`config.mk`:
```
export PLATFORM = sky130hd
export DESIGN_NAME = slt_back
export DESIGN_NICKNAME = d
export VERILOG_FILES = /design/src/rtl/slt_pkg.sv /design/src/rtl/slt_back.sv
export SDC_FILE = /design/constraint.sdc
export NUM_CORES = 1
export LEC_CHECK = 0
export ABC_AREA = 1
export BUFFER_PORTS_ARGS = -buffer_cell sky130_fd_sc_hd__clkbuf_2
export CORE_ASPECT_RATIO = 0.7
export CORE_UTILIZATION = 40
export DETAILED_ROUTE_END_ITERATION = 8
export SYNTH_ARGS = -nofsm -noshare
export SYNTH_HDL_FRONTEND = slang
export SYNTH_SLANG_ARGS = --single-unit
```
`constraint.sdc`:
```
create_clock -name clock -period 3.25 [get_ports clock]
set_input_delay 0.65 -clock clock [delete_from_list [all_inputs] [get_ports clock]]
set_output_delay 0.65 -clock clock [all_outputs]
set_load 0.01 [all_outputs]
```
`src/rtl/slt_pkg.sv`:
```
// Package for the script lexer: token kinds, lexer states, keyword table.
// No dependencies.
`timescale 1ns / 1ps
`default_nettype none
package slt_pkg;
   localparam int KEYWORD_COUNT_DEF = 44;
   localparam int MAX_KEYWORD_LENGTH_DEF = 10;
   localparam int KW_TABLE_SIZE = 44;
   localparam int KW_TEXT_MAX = 10;
   localparam int QUEUE_DEPTH = 4;

   localparam logic [6:0] K_EOF = 7'd0;
   localparam logic [6:0] K_SYMBOL = 7'd1;
   localparam logic [6:0] K_INTEGER = 7'd2;
   localparam logic [6:0] K_FLOAT = 7'd3;
   localparam logic [6:0] K_STRING = 7'd4;
   localparam logic [6:0] K_LPAREN = 7'd5;
   localparam logic [6:0] K_RPAREN = 7'd6;
   localparam logic [6:0] K_LBRACK = 7'd7;
   localparam logic [6:0] K_RBRACK = 7'd8;
   localparam logic [6:0] K_PLUS = 7'd9;
   localparam logic [6:0] K_MINUS = 7'd10;
   localparam logic [6:0] K_STAR = 7'd11;
   localparam logic [6:0] K_PERCENT = 7'd12;
   localparam logic [6:0] K_COMMA = 7'd13;
   localparam logic [6:0] K_DOT = 7'd14;
   localparam logic [6:0] K_SEMI = 7'd15;
   localparam logic [6:0] K_SLASH = 7'd16;
   localparam logic [6:0] K_COLON = 7'd17;
   localparam logic [6:0] K_DCOLON = 7'd18;
   localparam logic [6:0] K_ASSIGN = 7'd19;
   localparam logic [6:0] K_EQ = 7'd20;
   localparam logic [6:0] K_LESS = 7'd21;
   localparam logic [6:0] K_LESSEQ = 7'd22;
   localparam logic [6:0] K_DIFF = 7'd23;
   localparam logic [6:0] K_GREATER = 7'd24;
   localparam logic [6:0] K_GREATEREQ = 7'd25;
   localparam logic [6:0] K_ERR_CHAR = 7'd69;
   localparam logic [6:0] K_ERR_OCTAL = 7'd70;
   localparam logic [6:0] K_ERR_COMMENT = 7'd71;
   localparam logic [6:0] K_ERR_STRING = 7'd72;
   localparam logic K_MAX_OK = 1'b1;

   typedef enum logic [14:0] {
      ST_START     = 15'd1 << 0,
      ST_STRING    = 15'd1 << 1,
      ST_STRESC    = 15'd1 << 2,
      ST_SYMBOL    = 15'd1 << 3,
      ST_BRACED    = 15'd1 << 4,
      ST_INTEGER   = 15'd1 << 5,
      ST_FLOAT     = 15'd1 << 6,
      ST_GREATER   = 15'd1 << 7,
      ST_LESS      = 15'd1 << 8,
      ST_EQ        = 15'd1 << 9,
      ST_COLON     = 15'd1 << 10,
      ST_SLASH     = 15'd1 << 11,
      ST_LINECOM   = 15'd1 << 12,
      ST_BLOCKCOM  = 15'd1 << 13,
      ST_BLOCKSTAR = 15'd1 << 14
   } lex_state_type;

   // One queued result pair; second slot valid only when two results.
   typedef struct packed {
      logic       r0_kind;
      logic [6:0] r0_tok;
      logic [7:0] r0_byte;
      logic       has_r1;
      logic [6:0] r1_tok;
   } qentry_type;

   function automatic logic [7:0] kw_char(input int k, input int pos);
      string s;
      case (k)
         0: s = "PROGRAM";    1: s = "IMPORT";   2: s = "BEGIN";    3: s = "END";
         4: s = "CALL";       5: s = "FOR";      6: s = "TO";       7: s = "STEP";
         8: s = "WHILE";      9: s = "DO";       10: s = "WITH";    11: s = "AS";
         12: s = "OF";        13: s = "ARRAY";   14: s = "RETURNS"; 15: s = "VAR";
         16: s = "IF";        17: s = "THEN";    18: s = "ELSE";    19: s = "AND";
         20: s = "OR";        21: s = "NOT";     22: s = "NEW";     23: s = "COPYOF";
         24: s = "DETACH";    25: s = "SIZEOF";  26: s = "DELETE";  27: s = "TYPE";
         28: s = "TYPENS";    29: s = "ISSET";   30: s = "ISNULL";  31: s = "ISTYPE";
         32: s = "ISINSTANCE"; 33: s = "STRLEN"; 34: s = "EXTERNAL"; 35: s = "RETURN";
         36: s = "TRY";       37: s = "CATCH";   38: s = "THROW";   39: s = "DEFINE";
         40: s = "EXTENSION"; 41: s = "TRUE";    42: s = "FALSE";   43: s = "NULL";
         default: s = "";
      endcase
      if (pos < s.len()) return s.getc(pos);
      return 8'd0;
   endfunction

   function automatic logic [3:0] kw_len(input int k);
      int n;
      n = 0;
      for (int p = 0; p < KW_TEXT_MAX; p++) begin
         if (kw_char(k, p) != 8'd0) n = p + 1;
      end
      return 4'(n);
   endfunction

   function automatic logic [6:0] kw_kind(input int k);
      if (k == 43) return 7'd68;
      if (k == 42) return 7'd67;
      return 7'(26 + k);
   endfunction
endpackage
`default_nettype wire

```
`src/rtl/slt_back.sv`:
```
// Lexer back end: queue of result entries, serialized onto the response channel.
// Depends on slt_pkg.
`timescale 1ns / 1ps
`default_nettype none
module slt_back (
   input  wire logic           clock,
   input  wire logic           reset,
   input  wire logic           q_push,
   input  slt_pkg::qentry_type q_data,
   output logic                q_full,
   output logic                out_valid,
   input  wire logic           out_ready,
   output logic                out_rkind,
   output logic [6:0]          out_tok,
   output logic [7:0]          out_byte,
   output logic                out_last
);
   import slt_pkg::*;
   localparam int AW = $clog2(QUEUE_DEPTH);

   qentry_type mem_ff [QUEUE_DEPTH];
   logic [AW-1:0] rd_ff, rd_in, wr_ff, wr_in;
   logic [AW:0] cnt_ff, cnt_in;
   logic half_ff, half_in;
   logic pop, take;
   qentry_type h;

   assign h = mem_ff[rd_ff];
   assign q_full = cnt_ff == AW'(0) + (AW+1)'(QUEUE_DEPTH);
   assign out_valid = cnt_ff != '0;
   assign take = out_valid && out_ready;

   // A pair with r1_tok all ones is token then text byte.
   always_comb begin
      logic tt;
      tt = h.has_r1 && h.r1_tok == 7'h7f;
      if (!half_ff) begin
         out_rkind = h.r0_kind;
         out_tok = h.r0_tok;
         out_byte = tt ? 8'd0 : h.r0_byte;
         out_last = !h.has_r1;
      end else begin
         out_rkind = !tt;
         out_tok = tt ? 7'd0 : h.r1_tok;
         out_byte = tt ? h.r0_byte : 8'd0;
         out_last = 1'b1;
      end
   end

   assign pop = take && (half_ff || !h.has_r1);
   assign half_in = take ? (!half_ff && h.has_r1) : half_ff;
   assign rd_in = pop ? rd_ff + AW'(1) : rd_ff;
   assign wr_in = q_push ? wr_ff + AW'(1) : wr_ff;
   assign cnt_in = cnt_ff + (AW+1)'(q_push) - (AW+1)'(pop);

   always_ff @(posedge clock) begin
      if (q_push) mem_ff[wr_ff] <= q_data;
      if (reset) begin
         rd_ff <= '0; wr_ff <= '0; cnt_ff <= '0; half_ff <= 1'b0;
      end else begin
         rd_ff <= rd_in; wr_ff <= wr_in; cnt_ff <= cnt_in; half_ff <= half_in;
      end
   end
endmodule
`default_nettype wire

```
==> flow_results.org, run 1 <==
** STA
- Setup TNS Final :: 0 ps
- Unrepaired setup endpoints after global routing :: no
- Relative slew margins :: 0.526
- Worst slew pin tran :: 710 ps
- Static timing analysis puts the maximum clock frequency at 345 MHz.
- Count of endpoints failing setup in the final report :: 0
- Final clock skew :: 4.60 ps
- Number of max-slew violations in the final report :: 0
- Final period util :: 0.893
- Final Hold Vio Count :: 0
- Worst hold-check slack :: 509 ps
- Subtracting the final worst setup slack from the clock period gives 2900 ps.

** Die
- Measured along the y axis, the die boundary spans 90.7 um.
- Die X-Extent :: 129 um
- Effective utilization at floorplan :: 0.423
- Number of standard-cell rows in the floorplan :: 31
- Die ar. :: 11700 sq um
- In this run the count of I/O pins placed on the die edge is 47.
- The region available for standard cell placement spans 10600 sq um.

** Cells and area
- Layout net count :: 463
- Area Overhead vs Synth :: 14.9%
- Once layout is complete, the utilization of the core stands at 0.486.
- Share of cells above drive strength 1 :: 0.212
- The repair_antennas step left the layout with diodes totalling 0.
- Number of fill cells :: 974

** Clock tree
- CTS placed an instance of clkbuf_16 at the clock tree root.
- CTS H-Tree Depth :: 3
- Clock latency on the worst-skew pair, taken at its later pin, is 350 ps.
- The clock drives 106 sinks.
- Counting along the longest clock path gives a buffer depth of 2.
- The number of setup buffers added after CTS is 0.
- CTS Hold Buffers Added :: 0
- Post-CTS repair changed the size of 0 cells.
- After clock tree synthesis, the clock-pin slew on the worst setup and hold paths is 70 ps.
- In this run, CTS created clock tree buffers numbering 9.
- TritonCTS built the clock tree.

** Global routing
- Global-route wire length before repair :: 13.9 mm
- For this run, the total global-route usage over all layers was measured as 0.162.
- Largest net degree at the start of global routing :: 50
- Remaining global-route overflow :: 0
- The via count of the first global-routing pass came to 2655.
- The initial antenna violation count was 0.

** Power
- Worst IR Drop VDD :: 0.315 mV
- Cell Pwr Density :: 701 nW/um^2
- Static leakage :: 2.14 nW

** Job
- The tool flagged a number of max-cap violations equal to 0.

** Synth
- After synthesis the cells add up to 4490 sq um.
- Of the post-synthesis cell area, the dominant cell type holds 0.641.
- Counting distinct cell types in the post-synthesis netlist gives 29.
- In the post-synthesis netlist, the biggest area contributors are edfxtp_1 (64%), nand2_1 (8.1%), dfxtp_1 (4.5%).
- Synthesis produced a netlist whose cell count is 380.
- Seq cells post-synth :: 106
- Fraction of the yosys area taken by sequential cells :: 0.686
- Synthesis warning total :: 0
- When the netlist entered floorplanning its net count stood at 415.
- Biggest area consumer among synthesized cells :: edfxtp_1
- Syn_area_per_cell :: 11.8 sq um

** Detailed routing
- Number of design-rule violations left by the first detailed-router iteration :: 207
- Vias :: 2771
- Remaining routing DRC violations :: 0
- Detailed-routing iteration count for the pre-antenna-repair pass :: 4
- For this block, the routed nets add up to 8.64 mm of wire.
- Routed len/inst :: 14.9 um
- The detail route stage leaves a number of antenna-violating nets equal to 0.
- In the routed layout, each cell is associated on average with a via count of 4.77.

** Worst setup path
- Setup crit end kind :: output pin
- The number of cells on the worst reg-to-reg path is 13.
- Startpoint type of the worst setup path :: register
- Biggest fanout along the worst timing path :: 49
- At the worst endpoint, the required time is 2600 ps.
- The critical path is of the register to output pin type.
- Critical path arrival :: 2250 ps

** Place
- Summed over all nets, the half-perimeter wirelength after detailed placement is 5.40 mm.
- Input and output buffers added on the ports amount to 46.
- At the end of routability-driven placement, the weighted congestion stood at 0.752.

** Outcome
- The flow ran to the end, and the final reports show no timing, DRC or antenna violations.

** Worst hold path
- Worst hold path depth :: 2
- The worst hold path belongs to the class register to register.
- Hold wc startpoint :: rd_ff[1]$_SDFFE_PP0P_
logic make-up after synthesis:
logic type,Yosys count,synth area share
AO/OA/AOI/OAI,46,0.0696
adder cells (fa/ha/maj),7,0.0212
XOR/XNOR,1,0.00195
buffers and inverters,67,0.0660
AND/OR/NAND/NOR,153,0.155
flip-flops,106,0.686
per-layer routing:
metal  wire length (um)  global-route usage
met1               4280               0.228
met2               3830               0.235
met3                436              0.0575
met4                 93              0.0441
met5                  0                   0
worst max-delay path, cell delays in order, from the launching register on:
cell,delay [ps]
dfxtp_1,340
buf_4,440
or2_2,200
nand3_1,60
nand2_1,100
nand2_1,90
nor2_4,120
nand2_4,100
nand2_4,90
nand2_4,110
nor2_2,110
clkbuf_2,130
layout make-up:
cell class	instances	area (sq um)	share of cell area
Inverter	49	184	0.0356
Multi-Input combinational cell	207	1110	0.216
Clock buffer	10	229	0.0443
Sequential cell	106	3080	0.597
Tap cell	148	185	0.0359
Clock inverter	6	57.6	0.0111
Timing Repair Buffer	55	310	0.0601
where the power goes:
group	total, mW	leakage, nW	switching, mW	internal [mW]
sequential	1.60	0.964	0.0275	1.57
clock	1.05	0.134	0.460	0.591
combinational	0.974	1.04	0.618	0.357
cell usage after synthesis, drive strengths merged:
| cell type | n |
|---|---|
| nand2 | 107 |
| edfxtp | 96 |
| inv | 49 |
| a21oi | 29 |
| nand3 | 25 |
| nor2 | 15 |
| buf | 13 |
| dfxtp | 10 |
| a221o | 8 |
| a32o | 8 |
| ha | 6 |
| clkbuf | 5 |
| nor3 | 2 |
| or2 | 2 |
| a211oi | 1 |
| and2 | 1 |
| and3 | 1 |
| fa | 1 |
| xor2 | 1 |
state kept, by name (all words and copies together) (netlist names), named ones only:
register	count
half_ff	1
rd_ff	2
mem_ff	96
cnt_ff	3
wr_ff	2
layout by cell type, fill, tap and decap left out, types with 7 or more instances in the layout:
cell / count
nand2_2: 7
a221o_1: 8
nand3_1: 24
a21oi_1: 29
buf_4: 8
clkbuf_16: 9
inv_1: 47
dfxtp_1: 10
a32o_1: 8
clkbuf_2: 46
edfxtp_1: 96
nor2_2: 8
nand2_1: 97
worst paths after layout:
kind         slack [ps]                    to
min reg2reg         510              register
max                 350           out_byte[5]
max reg2reg         800  cnt_ff[2]$_SDFF_PP0_
min                 510              register
metrics by stage:
stage / worst slack [ps] / cells / area (sq um) / power [mW]
after CTS: 340 / 581 / 5160 / 3.65
after detailed placement: 739 / 565 / 4880 / 2.61
final: 348 / 581 / 5160 / 3.62
after global routing: 126 / 581 / 5160 / 3.83
after floorplan: 1070 / 380 / 4490 / 2.32
after global placement: 800 / 565 / 4880 / 2.59
Note: power is estimated with default switching activity, not from simulation.
==> run 2, diff against run 1 <==
--- a/config.mk
+++ b/config.mk
@@ -8,8 +8,9 @@
 export ABC_AREA = 1
 export BUFFER_PORTS_ARGS = -buffer_cell sky130_fd_sc_hd__clkbuf_2
 export CORE_ASPECT_RATIO = 0.7
-export CORE_UTILIZATION = 40
+export CORE_UTILIZATION = 60
 export DETAILED_ROUTE_END_ITERATION = 8
+export PLACE_DENSITY = 0.81
 export SYNTH_ARGS = -nofsm -noshare
 export SYNTH_HDL_FRONTEND = slang
 export SYNTH_SLANG_ARGS = --single-unit
==> constraint.sdc (replaced) <==
create_clock -name clock -period 3.38 [get_ports clock]
set_input_delay 0.676 -clock clock [delete_from_list [all_inputs] [get_ports clock]]
set_output_delay 0.676 -clock clock [all_outputs]
set_load 0.01 [all_outputs]
==> run 2 against run 1 <==
Against the previous run:
- clock power down 37%
- clock skew rose by 5.4 ps
- sequential share of layout area rose by 2.5 points
- wire length down 5.0%
- largest cell class unchanged
- highest routed layer unchanged
- sequential power fell by 4%
- critical path depth did not move
- non-clock buffer count down 1
- register-to-register slack better by 40 ps
- flip-flop and latch count did not move
==> flow_results.org, run 2 (synthesis gave the netlist of run 1 again) <==
** Clock tree
- The latest clock arrival within the worst-skew pair came to 360 ps (was 350 ps).
- The number of post-CTS setup repair buffers came to 0 (unchanged).
- The H-tree level count was 3 (unchanged).
- CTS tree :: built (unchanged)
- CTS Sinks :: 106 (unchanged)
- Maximum count of clock buffers along a single path :: 2 (unchanged)
- Clock root buffer master :: clkbuf_8 (was clkbuf_16)
- The number of cells upsized or downsized after cts came to 0 (unchanged).
- CTS Hold Buffers Added :: 0 (unchanged)
- Clock-pin slew of the registers on the worst-case setup and hold paths :: 90 ps (was 70 ps)
- The number of buffers inserted during clock tree synthesis came to 9 (unchanged).

** Cells and area
- Number of fill cells :: 510 (was 974)
- Register with the most flip-flops :: mem_ff (unchanged)
- The count of antenna diodes in the layout came to 0 (unchanged).
- The area occupied by multi-input gates was 1110 sq um (unchanged).
- The sequential standard cell area was 3080 sq um (unchanged).
- The most common cell after layout, fill and taps aside was nand2_1 (unchanged).
- Most frequent cells in the layout: nand2_1 (97), edfxtp_1 (96), inv_1 (47), clkbuf_2 (46), a21oi_1 (29) (unchanged).
- The number of nets in the finished design is 462 (was 463).
- Layout Cell Area excl Fill :: 4950 sq um (was 5160 sq um)
- The share of final-layout standard cells stronger than drive strength 1 is 0.208 (was 0.212).
- The count of non-filler cells in the finished layout was 526 (was 581).
- Top Registers :: mem_ff x96, cnt_ff x3 (unchanged)
- The layout overhead on the synthesized area is 10.2% (was 14.9%).
- Number of flip-flops in the largest register :: 96 (unchanged)

** Place
- # placed instances :: 510 (was 565)
- The global placer's final weighted congestion is 0.780 (was 0.752).
- The count of input and output buffers is 46 (unchanged).
- Final HPWL DP :: 5.24 mm (was 5.40 mm)
- The area after detailed placement was 4790 sq um (was 4880 sq um).

** Die
- The top-level I/O count is 47 (unchanged).
- Effective utilization at floorplan :: 0.641 (was 0.423)
- The horizontal die dimension came to 105 um (was 129 um).
- Core Region :: 7010 sq um (was 10600 sq um)
- Die ar. :: 7850 sq um (was 11700 sq um)
- The floorplan row count came to 25 (was 31).
- The overall die height is 74.4 um (was 90.7 um).

** Worst setup path
- Critical path endpoint :: out_byte[2] (was out_byte[5])
- Startpoint type of the worst setup path :: register (unchanged)
- The terminus of the critical flop-to-flop path was cnt_ff[2]$_SDFF_PP0_ (unchanged).
- The maximum fanout encountered on the critical timing path was 49 (unchanged).
- Data required time of the critical path :: 2700 ps (was 2600 ps)
- Critical path arrival :: 2270 ps (was 2250 ps)
- Critical path class :: register to output pin (unchanged)
- Setup crit end kind :: output pin (unchanged)
- The number of cell instances on the worst register-to-register path was 12 (was 13).
- Slack of the worst reg-to-reg path :: 840 ps (was 800 ps)

** Power
- Proportion of total power due to net switching :: 0.322 (was 0.305)
- Clock share of power :: 0.213 (was 0.290)
- Worst IR Drop VDD :: 0.282 mV (was 0.315 mV)
- Share of power burned in registers :: 0.492 (was 0.441)
- The internal power of the cells is 2.11 mW (was 2.52 mW).
- The power density over the cells is 629 nW/um^2 (was 701 nW/um^2).
- Switch Pwr :: 1.00 mW (was 1.11 mW)
- The power after layout is 3.12 mW (was 3.62 mW).
- Static leakage :: 2.08 nW (was 2.14 nW)
- The part of the power in combinational logic is 0.295 (was 0.269).

** Global routing
- The initial antenna violation count came to 0 (unchanged).
- Remaining global-route overflow :: 0 (unchanged)
- Largest net degree at the start of global routing :: 50 (unchanged)
- Via count of the first global-routing pass :: 2704 (was 2655)
- Global-route wire length before repair :: 13.1 mm (was 13.9 mm)
- All-layer global routing usage :: 0.229 (was 0.162)

** STA
- Final critical-path required period :: 2940 ps
- Max Clk Rate :: 340 MHz
- The worst setup skew after layout was 9.97 ps (was 4.60 ps).
- Final Hold Vio Count :: 0 (unchanged)
- Setup TNS Final :: 0 ps (unchanged)
- Unrepaired setup endpoints after global routing: no (unchanged).
- Of the available clock period, the critical path in the final layout requires 0.871.
- Count of endpoints failing setup in the final report :: 0 (unchanged)
- The worst max-slew margin expressed relative to the limit is 0.619 (was 0.526).
- Worst slew pin tran :: 571 ps (was 710 ps)
- The max-slew violation count came to 0 (unchanged).

** Detailed routing
- The via count came to 2848 (was 2771).
- Number of design-rule violations left by the first detailed-router iteration :: 206 (was 207)
- The final routed wirelength across all metal layers is 8.21 mm (was 8.64 mm).
- The post-route DRC violation count is 0 (unchanged).
- Routed len/inst :: 15.6 um (was 14.9 um)
- The remaining antenna violation count came to 0 (unchanged).
- The per-cell via count in the routed design came to 5.41 (was 4.77).
- The number of search-and-repair iterations in the first detailed-routing pass came to 5 (was 4).

** Outcome
- Run status: finished, final reports clean (unchanged).

** Worst hold path
- Worst hold path depth :: 2 (unchanged)
- The worst min-delay path category is register to register (unchanged).

** Job
- The max capacitance violation total came to 0 (unchanged).
run 2: cell types whose count changed in the layout (fill, tap and decap cells not counted), sizes merged:
cell,delta
bufinv,-1
buf,-1
clkbuf,+2
clkinvlp,-1
run 2: worst min-delay path by stage:
stage,startpoint,to,slack [ps]
6_report,wr_ff[0]$_SDFFE_PP0P_,wr_ff[0]$_SDFFE_PP0P_,510
3_5_place_dp,rd_ff[1]$_SDFFE_PP0P_,rd_ff[1]$_SDFFE_PP0P_,500
3_3_place_gp,rd_ff[1]$_SDFFE_PP0P_,rd_ff[1]$_SDFFE_PP0P_,490
5_1_grt,q_data[8],mem_ff[0][8]$_DFFE_PP_,500
4_1_cts,q_data[9],mem_ff[0][9]$_DFFE_PP_,510
2_1_floorplan,rd_ff[1]$_SDFFE_PP0P_,register,470
run 2: power groups by stage:
stage          clock (mW)  sequential, mW  combinational (mW)
2_1_floorplan           0            1.56               0.667
3_3_place_gp            0            1.56               0.896
3_5_place_dp            0            1.56               0.919
4_1_cts             0.678            1.54               0.922
5_1_grt             0.732            1.54                1.03
6_report            0.663            1.54               0.920
run 2: layout make-up:
cell class              count  share of cell area
flip-flops and latches    106               0.622
multi-input cells         207               0.225
repair buffers             54              0.0586
inverters                  49              0.0371
clock buffers              12              0.0273
well taps                  94              0.0237
clock inverters             4             0.00581
run 2: metal layers:
layer	vias up	GRT usage	share of wire
met5	-	0	0
met1	1368	0.297	0.45
met3	8	0.0719	0.057
li1	1383	-	-
met2	89	0.372	0.48
met4	0	0.0798	0.010
run 2: stage by stage:
stage	utilization	hold WS, ps	setup WS, ps
after detailed placement	0.684	501	836
after floorplan	-	469	1200
after global routing	0.707	504	225
final	0.707	515	437
after CTS	0.707	510	427
after global placement	0.684	487	888
run 2: critical path: stages, from the launching register on:
cell and delay (ps):
dfxtp_1 350, buf_4 430, or2_2 210, nand3_1 60
nand2_1 100, nand2_1 90, nor2_4 130, nand2_4 100
nand2_4 80, nand2_4 110, nor2_2 110, clkbuf_2 130
